File: src/rtl/cfcd_pkg.sv
// ----------------------------------------------------------------------------
// cfcd_pkg
// Shared widths, codes, controller states and control structs for the
// cheapest-free-core dispatch block.
// ----------------------------------------------------------------------------
package cfcd_pkg;

    localparam int OP_W     = 1;
    localparam int COST_W   = 20;
    localparam int TIME_W   = 32;
    localparam int FIN_W    = 33;
    localparam int CHARGE_W = 52;
    localparam int TOTAL_W  = 64;
    localparam int STATUS_W = 2;

    // operation codes
    localparam logic [OP_W-1:0] OP_LOAD = 1'b0;
    localparam logic [OP_W-1:0] OP_TASK = 1'b1;

    // result status codes
    typedef enum logic [STATUS_W-1:0] {
        RSP_LOADED   = 2'd0,
        RSP_ASSIGNED = 2'd1,
        RSP_DROPPED  = 2'd2,
        RSP_REJECTED = 2'd3
    } rsp_status_t;

    typedef enum logic [2:0] {
        ST_IDLE,
        ST_DISPATCH,
        ST_SCAN,
        ST_DRAIN,
        ST_MULT,
        ST_EMIT
    } ctrl_state_t;

    // controller -> datapath
    typedef struct packed {
        logic capture;   // latch the accepted beat
        logic scan;      // read the core at the scan index, advance
        logic multiply;  // form cost * duration
        logic emit;      // update state, load the result register
    } dp_cmd_t;

    // datapath -> controller
    typedef struct packed {
        logic is_task;
        logic no_cores;
        logic scan_last;
    } dp_sts_t;

endpackage

File: src/rtl/cfcd_req_if.sv
// ----------------------------------------------------------------------------
// cfcd_req_if
// Input channel: valid/ready handshake with the load or task payload.
// ----------------------------------------------------------------------------
interface cfcd_req_if;
    import cfcd_pkg::*;

    logic              valid;
    logic              ready;
    logic [OP_W-1:0]   operation;
    logic [COST_W-1:0] core_cost;
    logic [TIME_W-1:0] arrival_time;
    logic [TIME_W-1:0] duration;

    modport source (
        output valid,
        output operation,
        output core_cost,
        output arrival_time,
        output duration,
        input  ready
    );

    modport sink (
        input  valid,
        input  operation,
        input  core_cost,
        input  arrival_time,
        input  duration,
        output ready
    );
endinterface

File: src/rtl/cfcd_rsp_if.sv
// ----------------------------------------------------------------------------
// cfcd_rsp_if
// Output channel: valid/ready handshake with one result per item.
// ----------------------------------------------------------------------------
interface cfcd_rsp_if;
    import cfcd_pkg::*;

    logic                valid;
    logic                ready;
    logic [STATUS_W-1:0] status;
    logic [COST_W-1:0]   assigned_cost;
    logic [CHARGE_W-1:0] charge;
    logic [TOTAL_W-1:0]  total_cost;

    modport source (
        output valid,
        output status,
        output assigned_cost,
        output charge,
        output total_cost,
        input  ready
    );

    modport sink (
        input  valid,
        input  status,
        input  assigned_cost,
        input  charge,
        input  total_cost,
        output ready
    );
endinterface

File: src/rtl/cfcd_ctrl.sv
// ----------------------------------------------------------------------------
// cfcd_ctrl
// Sequencer: accept, dispatch, scan the core table, multiply, emit.
// Owns the handshake flags of both channels.
// ----------------------------------------------------------------------------
module cfcd_ctrl (
    input  logic             clk,
    input  logic             rst_n,
    input  logic             req_valid,
    output logic             req_ready,
    output logic             rsp_valid,
    input  logic             rsp_ready,
    input  cfcd_pkg::dp_sts_t sts,
    output cfcd_pkg::dp_cmd_t cmd
);
    import cfcd_pkg::*;

    ctrl_state_t state_reg;
    ctrl_state_t state_next;
    logic        rsp_valid_reg;
    logic        rsp_valid_next;
    logic        out_free;

    // result register can take a new beat
    assign out_free = !rsp_valid_reg || rsp_ready;

    always_comb
    begin
        state_next = state_reg;
        case (state_reg)
            ST_IDLE:
            begin
                if (req_valid)
                    state_next = ST_DISPATCH;
            end
            ST_DISPATCH:
            begin
                if (!sts.is_task || sts.no_cores)
                    state_next = ST_EMIT;
                else
                    state_next = ST_SCAN;
            end
            ST_SCAN:
            begin
                if (sts.scan_last)
                    state_next = ST_DRAIN;
            end
            ST_DRAIN:    state_next = ST_MULT;
            ST_MULT:     state_next = ST_EMIT;
            ST_EMIT:
            begin
                if (out_free)
                    state_next = ST_IDLE;
            end
            default:     state_next = ST_IDLE;
        endcase
    end

    always_comb
    begin
        cmd       = '0;
        req_ready = 1'b0;
        case (state_reg)
            ST_IDLE:
            begin
                req_ready   = 1'b1;
                cmd.capture = req_valid;
            end
            ST_SCAN:     cmd.scan     = 1'b1;
            ST_MULT:     cmd.multiply = 1'b1;
            ST_EMIT:     cmd.emit     = out_free;
            default:     cmd          = '0;
        endcase
    end

    always_comb
    begin
        rsp_valid_next = rsp_valid_reg;
        if (cmd.emit)
            rsp_valid_next = 1'b1;
        else if (rsp_valid_reg && rsp_ready)
            rsp_valid_next = 1'b0;
    end

    always_ff @(posedge clk or negedge rst_n)
    begin
        if (!rst_n)
        begin
            state_reg     <= ST_IDLE;
            rsp_valid_reg <= 1'b0;
        end
        else
        begin
            state_reg     <= state_next;
            rsp_valid_reg <= rsp_valid_next;
        end
    end

    assign rsp_valid = rsp_valid_reg;

endmodule

File: src/rtl/cfcd_dp.sv
// ----------------------------------------------------------------------------
// cfcd_dp
// Core table (cost and finish-time memories, busy flags), scan compare
// stage, multiplier, running total and result register.
// ----------------------------------------------------------------------------
module cfcd_dp #(
    parameter int MAX_CORES = 16
) (
    input  logic                          clk,
    input  logic                          rst_n,
    input  cfcd_pkg::dp_cmd_t             cmd,
    output cfcd_pkg::dp_sts_t             sts,
    input  logic [cfcd_pkg::OP_W-1:0]     in_operation,
    input  logic [cfcd_pkg::COST_W-1:0]   in_core_cost,
    input  logic [cfcd_pkg::TIME_W-1:0]   in_arrival_time,
    input  logic [cfcd_pkg::TIME_W-1:0]   in_duration,
    output logic [cfcd_pkg::STATUS_W-1:0] out_status,
    output logic [cfcd_pkg::COST_W-1:0]   out_assigned_cost,
    output logic [cfcd_pkg::CHARGE_W-1:0] out_charge,
    output logic [cfcd_pkg::TOTAL_W-1:0]  out_total_cost
);
    import cfcd_pkg::*;

    localparam int IDX_W = (MAX_CORES > 1) ? $clog2(MAX_CORES) : 1;
    localparam int CNT_W = $clog2(MAX_CORES + 1);

    // latched item
    logic [OP_W-1:0]     op_reg;
    logic [COST_W-1:0]   cost_in_reg;
    logic [TIME_W-1:0]   arrival_reg;
    logic [TIME_W-1:0]   dur_reg;

    // table state
    logic [COST_W-1:0]   cost_mem [MAX_CORES];
    logic [FIN_W-1:0]    fin_mem  [MAX_CORES];
    logic [MAX_CORES-1:0] busy_reg;
    logic [CNT_W-1:0]    loaded_count_reg;
    logic [TOTAL_W-1:0]  total_reg;
    logic [TOTAL_W-1:0]  total_next;

    // scan
    logic [IDX_W-1:0]    scan_idx_reg;
    logic [IDX_W-1:0]    chk_idx_reg;
    logic                chk_vld_reg;
    logic [COST_W-1:0]   cost_rd_reg;
    logic [FIN_W-1:0]    fin_rd_reg;
    logic                release_hit;
    logic                core_free;
    logic                take_core;

    // selection
    logic                found_reg;
    logic [COST_W-1:0]   best_cost_reg;
    logic [IDX_W-1:0]    best_idx_reg;
    logic [CHARGE_W-1:0] charge_reg;

    logic                table_full;
    logic                is_task;
    logic                assign_now;
    logic [FIN_W-1:0]    finish_time;

    assign is_task     = (op_reg == OP_TASK);
    assign table_full  = (loaded_count_reg == CNT_W'(MAX_CORES));
    assign assign_now  = cmd.emit && is_task && found_reg;
    assign finish_time = FIN_W'(arrival_reg) + FIN_W'(dur_reg);

    assign sts.is_task   = is_task;
    assign sts.no_cores  = (loaded_count_reg == '0);
    assign sts.scan_last = ((CNT_W'(scan_idx_reg) + CNT_W'(1)) == loaded_count_reg);

    // compare stage on the registered table read
    assign release_hit = chk_vld_reg && busy_reg[chk_idx_reg]
                         && (fin_rd_reg <= FIN_W'(arrival_reg));
    assign core_free   = !busy_reg[chk_idx_reg] || release_hit;
    assign take_core   = chk_vld_reg && core_free
                         && (!found_reg || (cost_rd_reg < best_cost_reg));

    assign total_next = (assign_now) ? total_reg + TOTAL_W'(charge_reg) : total_reg;

    always_ff @(posedge clk)
    begin
        if (cmd.capture)
        begin
            op_reg      <= in_operation;
            cost_in_reg <= in_core_cost;
            arrival_reg <= in_arrival_time;
            dur_reg     <= in_duration;
        end
    end

    // table memories: one write port, one registered read port each
    always_ff @(posedge clk)
    begin
        if (cmd.emit && !is_task && !table_full)
            cost_mem[loaded_count_reg[IDX_W-1:0]] <= cost_in_reg;
        cost_rd_reg <= cost_mem[scan_idx_reg];
    end

    always_ff @(posedge clk)
    begin
        if (assign_now)
            fin_mem[best_idx_reg] <= finish_time;
        fin_rd_reg <= fin_mem[scan_idx_reg];
    end

    always_ff @(posedge clk or negedge rst_n)
    begin
        if (!rst_n)
        begin
            busy_reg         <= '0;
            loaded_count_reg <= '0;
            total_reg        <= '0;
            scan_idx_reg     <= '0;
            chk_idx_reg      <= '0;
            chk_vld_reg      <= 1'b0;
            found_reg        <= 1'b0;
        end
        else
        begin
            chk_vld_reg <= cmd.scan;
            chk_idx_reg <= scan_idx_reg;

            if (cmd.capture)
                scan_idx_reg <= '0;
            else if (cmd.scan)
                scan_idx_reg <= scan_idx_reg + IDX_W'(1);

            // release is sticky even when the task ends up dropped
            if (release_hit)
                busy_reg[chk_idx_reg] <= 1'b0;
            if (assign_now)
                busy_reg[best_idx_reg] <= 1'b1;

            if (cmd.capture)
                found_reg <= 1'b0;
            else if (take_core)
                found_reg <= 1'b1;

            if (cmd.emit && !is_task && !table_full)
                loaded_count_reg <= loaded_count_reg + CNT_W'(1);

            total_reg <= total_next;
        end
    end

    always_ff @(posedge clk)
    begin
        if (take_core)
        begin
            best_cost_reg <= cost_rd_reg;
            best_idx_reg  <= chk_idx_reg;
        end
        if (cmd.multiply)
            charge_reg <= CHARGE_W'(best_cost_reg) * CHARGE_W'(dur_reg);
    end

    // result register
    always_ff @(posedge clk)
    begin
        if (cmd.emit)
        begin
            out_total_cost    <= total_next;
            out_assigned_cost <= '0;
            out_charge        <= '0;
            if (!is_task)
                out_status <= table_full ? RSP_REJECTED : RSP_LOADED;
            else if (found_reg)
            begin
                out_status        <= RSP_ASSIGNED;
                out_assigned_cost <= best_cost_reg;
                out_charge        <= charge_reg;
            end
            else
                out_status <= RSP_DROPPED;
        end
    end

endmodule

File: src/rtl/cheapest_free_core_dispatch_unit.sv
// ----------------------------------------------------------------------------
// cheapest_free_core_dispatch_unit
// Core table with cheapest-free-core task dispatch and running cost total.
// ----------------------------------------------------------------------------
//
//   channel  dir  beat content
//   -------  ---  ----------------------------------------------------------
//   req      in   operation, core_cost, arrival_time, duration
//   rsp      out  status, assigned_cost, charge, total_cost (one per req beat)
//
// Sequence: a load, or a task on an empty table, goes from accept through the
//   dispatch step straight to emit. Any other task also scans the table: the scan
//   reads one core per cycle from the cost and finish-time memories (one read
//   port each), then one compare stage, one multiply stage and the emit step.
// Reset: rst_n clears the busy flags, core count, running total and control;
//   the table memories are not cleared, only loaded entries are ever read.
// Stalls: req is taken whenever the sequencer is idle, even while a result
//   still sits in the output register; an item waits in its emit step only
//   until that register is drained by rsp.ready.
//
module cheapest_free_core_dispatch_unit #(
    parameter int MAX_CORES = 16
) (
    input  logic       clk,
    input  logic       rst_n,
    cfcd_req_if.sink   req,
    cfcd_rsp_if.source rsp
);
    import cfcd_pkg::*;

    dp_cmd_t cmd;
    dp_sts_t sts;

    // sequencer: owns valid/ready of both channels
    cfcd_ctrl u_ctrl (
        .clk       (clk),
        .rst_n     (rst_n),
        .req_valid (req.valid),
        .req_ready (req.ready),
        .rsp_valid (rsp.valid),
        .rsp_ready (rsp.ready),
        .sts       (sts),
        .cmd       (cmd)
    );

    // table, selection, multiplier and result payload
    cfcd_dp #(
        .MAX_CORES (MAX_CORES)
    ) u_dp (
        .clk               (clk),
        .rst_n             (rst_n),
        .cmd               (cmd),
        .sts               (sts),
        .in_operation      (req.operation),
        .in_core_cost      (req.core_cost),
        .in_arrival_time   (req.arrival_time),
        .in_duration       (req.duration),
        .out_status        (rsp.status),
        .out_assigned_cost (rsp.assigned_cost),
        .out_charge        (rsp.charge),
        .out_total_cost    (rsp.total_cost)
    );

endmodule
File: src/flat_wrapper.sv
// flat-port wrapper written by rule: the top's interface ports become plain ports
module cheapest_free_core_dispatch_unit_flat import cfcd_pkg::*;
#(
    parameter int MAX_CORES = 16
)
  (clk, rst_n, req_valid, req_operation, req_core_cost, req_arrival_time, req_duration, req_ready, rsp_valid, rsp_status, rsp_assigned_cost, rsp_charge, rsp_total_cost, rsp_ready);
  cfcd_req_if req_i ();
  cfcd_rsp_if rsp_i ();
  input  logic clk;
  input  logic rst_n;
  input wire logic [$bits(req_i.valid)-1:0] req_valid;
  input wire logic [$bits(req_i.operation)-1:0] req_operation;
  input wire logic [$bits(req_i.core_cost)-1:0] req_core_cost;
  input wire logic [$bits(req_i.arrival_time)-1:0] req_arrival_time;
  input wire logic [$bits(req_i.duration)-1:0] req_duration;
  output wire logic [$bits(req_i.ready)-1:0] req_ready;
  output wire logic [$bits(rsp_i.valid)-1:0] rsp_valid;
  output wire logic [$bits(rsp_i.status)-1:0] rsp_status;
  output wire logic [$bits(rsp_i.assigned_cost)-1:0] rsp_assigned_cost;
  output wire logic [$bits(rsp_i.charge)-1:0] rsp_charge;
  output wire logic [$bits(rsp_i.total_cost)-1:0] rsp_total_cost;
  input wire logic [$bits(rsp_i.ready)-1:0] rsp_ready;
  assign req_i.valid = req_valid;
  assign req_i.operation = req_operation;
  assign req_i.core_cost = req_core_cost;
  assign req_i.arrival_time = req_arrival_time;
  assign req_i.duration = req_duration;
  assign req_ready = req_i.ready;
  assign rsp_valid = rsp_i.valid;
  assign rsp_status = rsp_i.status;
  assign rsp_assigned_cost = rsp_i.assigned_cost;
  assign rsp_charge = rsp_i.charge;
  assign rsp_total_cost = rsp_i.total_cost;
  assign rsp_i.ready = rsp_ready;
  cheapest_free_core_dispatch_unit #(.MAX_CORES(MAX_CORES)) u_core (.clk(clk), .rst_n(rst_n), .req(req_i), .rsp(rsp_i));
endmodule
File: config.mk
export PLATFORM = sky130hd
export DESIGN_NAME = cheapest_free_core_dispatch_unit_flat
export DESIGN_NICKNAME = d
export VERILOG_FILES = /design/src/rtl/cfcd_pkg.sv /design/src/rtl/cfcd_req_if.sv /design/src/rtl/cfcd_rsp_if.sv /design/src/rtl/cfcd_ctrl.sv /design/src/rtl/cfcd_dp.sv /design/src/rtl/cheapest_free_core_dispatch_unit.sv /design/src/flat_wrapper.sv
export SDC_FILE = /design/constraint.sdc
export NUM_CORES = 2
export LEC_CHECK = 0
export BUFFER_PORTS_ARGS = -buffer_cell sky130_fd_sc_hd__buf_2
export CAP_MARGIN = 10
export CORE_MARGIN = 4
export CORE_UTILIZATION = 45
export CTS_CLUSTER_DIAMETER = 80
export DETAILED_ROUTE_END_ITERATION = 7
export SYNTH_ARGS = -nofsm -noshare
export SYNTH_HDL_FRONTEND = slang
export SYNTH_SLANG_ARGS = --single-unit
File: constraint.sdc
create_clock -name clk -period 8.3 [get_ports clk]
set_input_delay 0.83 -clock clk [delete_from_list [all_inputs] [get_ports clk]]
set_output_delay 0.83 -clock clk [all_outputs]
set_load 0.05 [all_outputs]
==> flow_metrics.env <==
export IMPL_area_delta_synth_final_pct=11.8
export IMPL_reg2regPathDepth=26
export IMPL_grt_max_degree=115
export IMPL_clkLatencyLatePin_ps=790
export IMPL_place_ws_ps=543
export IMPL_regToRegStartpoint="u_core.u_dp.best_cost_reg[2]"
export IMPL_cp_arrival_ps=8300
export IMPL_critPathMaxFanout=12
export IMPL_start_kind="flip-flop"
export IMPL_ys_seq_elements=1299
export IMPL_fin_tns_setup_ps=0
export IMPL_drtIter0Drc=3802
export IMPL_nNetsFinal=6761
export IMPL_vias=44400
export IMPL_coreArea_um2=163000
export IMPL_synth_area_per_cell_um2=13.0
export IMPL_dp_cells=7856
export IMPL_clkTransAtPathRegs_ps=60
export IMPL_clock_sinks=1299
export IMPL_worst_pin_slew_ps=1220
export IMPL_wl_um=189000
export IMPL_required_ps=8830
export IMPL_path_class="flip-flop to flip-flop"
export IMPL_dpl_instance_area_um2=77400
export IMPL_nFillCells=14200
export IMPL_fmax_ghz=0.129
export IMPL_avgRoutedWirePerCell_um=23.3
export IMPL_setup_viol=0
export IMPL_final_layout_size_suffix_gt1_share_pct=13.6
export IMPL_initial_utilization_pct=45.2
export IMPL_finalCriticalPeriod_ps=7770
export IMPL_antenna_found_initial=15
export IMPL_startpoint="u_core.u_dp.best_cost_reg[2]"
export IMPL_r2r_slack_ps=530
export IMPL_ctsHtreeMaxLevel=4
export IMPL_final_area_um2=82200
export IMPL_grt_pass1_wl_um=288000
export IMPL_dp_hpwl_um=128000
export IMPL_syn_area_um2=73500
export IMPL_outcome="complete, no violations"
export IMPL_fp_row_count=148
export IMPL_postRouteAntennaNets=0
export IMPL_grtUsageTotal_pct=22.5
export IMPL_synthArstFlopShare_pct=7.62
export IMPL_top_register="u_core.u_dp.fin_mem"
export IMPL_cts_tree="built"
export IMPL_vias_per_cell=5.46
export IMPL_hold_class="input pin to flip-flop"
export IMPL_die_h_um=412
export IMPL_clock_tree_buffer_depth=3
export IMPL_r2r_end="u_core.u_dp.charge_reg[51]"
export IMPL_cts_root_buf="clkbuf_16"
export IMPL_synth_distinct_cells=84
export IMPL_die_w_um=412
export IMPL_finalMaxSlewViolations=0
export IMPL_syn_inst=5635
export IMPL_cp_end_kind="flip-flop"
export IMPL_ys_flop_type="edfxtp_1"
export IMPL_ioPinCount=229
export IMPL_max_slew_margin_rel_pct=18.2
export IMPL_overflow=0
export IMPL_yosysSeqAreaShare_pct=51.7
export IMPL_fin_skew_ps=21.6
export IMPL_grt_pass1_vias=46100
export IMPL_cts_setup_buffers=0
export IMPL_hold_violations=0
export IMPL_layout_cells_non_filler=8132
export IMPL_post_route_period_util_pct=93.6
export IMPL_largest_register_ffs=528
export IMPL_drc_errors=0
export IMPL_dr_pass1_iters=7
export IMPL_place_congestion=0.903
export IMPL_setup_slack_ps=530
export IMPL_crit_path_end="u_core.u_dp.charge_reg[51]"
export IMPL_rsz0062_at_grt="false"
export IMPL_hold_depth=1
export IMPL_synth_edff_count=1147
export IMPL_numCtsBuffers=140
export IMPL_synth_warnings=0
export IMPL_io_buffers=228
export IMPL_synth_fp_nets=6564
export IMPL_max_cap_violations=0
export IMPL_die_area_um2=170000
[final cells by class]
type	count	area, um2	share of cell area (%)
Clock inverter	79	886	1.08
Inverter	655	2460	3.00
Sequential cell	1299	38000	46.2
Antenna cell	5	12.5	0.0152
Tap cell	2175	2720	3.31
Timing Repair Buffer	345	2050	2.49
Clock buffer	183	3850	4.68
Multi-Input combinational cell	3391	32200	39.2
[cells by family (layout without fill, tap and decap cells)]
logic type	count (synthesis)	count (layout)	synth area share [%]
flip-flops	1299	1299	51.7
AND/OR/NAND/NOR	1221	1221	8.09
buffers and inverters	945	1262	4.84
AO/OA/AOI/OAI	855	855	7.43
adder cells (fa/ha/maj)	840	840	19.8
multiplexers	325	325	6.41
XOR/XNOR	150	150	1.79
other	0	5	0
[layer usage]
metal / global-route usage, % / vias up / wire (um) / share of wire [%]
met4: 6.20 / 0 / 5090 / 2.7
met3: 4.65 / 277 / 13500 / 7.2
met2: 35.6 / 1485 / 87800 / 46
met1: 31.6 / 22600 / 82700 / 44
li1: - / 20000 / - / -
met5: 0 / - / 0 / 0
[cell usage after synthesis (71+ instances only)]
cell type	count	area [um2]
inv_1	655	2460
and2_1	292	1830
mux2i_1	160	1600
and3_1	71	444
a21oi_1	214	1070
mux4_2	111	2500
a21o_1	114	856
dfrtp_1	99	2480
ha_1	302	3780
fa_1	538	10800
edfxtp_1	1147	34400
nor2_1	119	447
o21ai_0	262	1310
xnor2_1	95	832
nand2_1	550	2060
clkbuf_1	257	965
[stage by stage]
step / utilization [%] / hold slack, ps
2_1_floorplan: - / 352
3_3_place_gp: 47.6 / 428
3_5_place_dp: 47.6 / 435
4_1_cts: 50.5 / 158
5_1_grt: 50.6 / 174
6_report: 50.6 / 214
[cell usage in the layout (no fill, tap or decap), types with 98 or more instances in the layout]
cell type	netlist	layout
buf_2	2	227
o21ai_0	262	262
fa_1	538	538
a21oi_1	214	214
mux2i_1	160	160
buf_4	0	115
nor2_1	119	98
ha_1	302	302
nand2_1	550	549
and2_1	292	287
clkbuf_16	0	142
a21o_1	114	114
inv_1	655	654
mux4_2	111	111
edfxtp_1	1147	1147
[critical path: stages (launching register included)]
cell,delay [ps]
edfxtp_1,560
and2_1,240
fa_1,510
fa_1,520
inv_1,50
fa_1,470
inv_1,60
fa_1,550
inv_1,70
fa_1,530
inv_1,50
fa_1,470
inv_1,50
fa_1,480
inv_1,40
ha_1,380
a21o_1,210
a21o_1,210
a2111oi_4,370
o2111ai_1,210
a31oi_2,370
o221a_2,310
o21ai_2,100
a31oi_4,220
o21ai_2,90
a221oi_2,300
xnor2_1,100
[worst min path at each step]
stage | endpoint | startpoint
3_3_place_gp | u_core.u_dp.best_cost_reg[12] | u_core.u_dp.cost_rd_reg[12]
2_1_floorplan | u_core.u_dp.chk_idx_reg[2] | u_core.u_dp.scan_idx_reg[2]
6_report | u_core.u_dp.cost_in_reg[8] | req_core_cost[8]
5_1_grt | u_core.u_dp.cost_in_reg[3] | req_core_cost[3]
4_1_cts | u_core.u_dp.cost_in_reg[6] | req_core_cost[6]
3_5_place_dp | u_core.u_dp.best_cost_reg[17] | u_core.u_dp.cost_rd_reg[17]
[repair_timing]
item,4_1_cts,5_1_grt
hold buffers,1,0
gates resized for setup,0,0
endpoints found under the hold margin,19,0
Power is left out: the tool's default activity adds up to more than one toggle a clock period on the data nets, which glitch-free logic cannot reach.
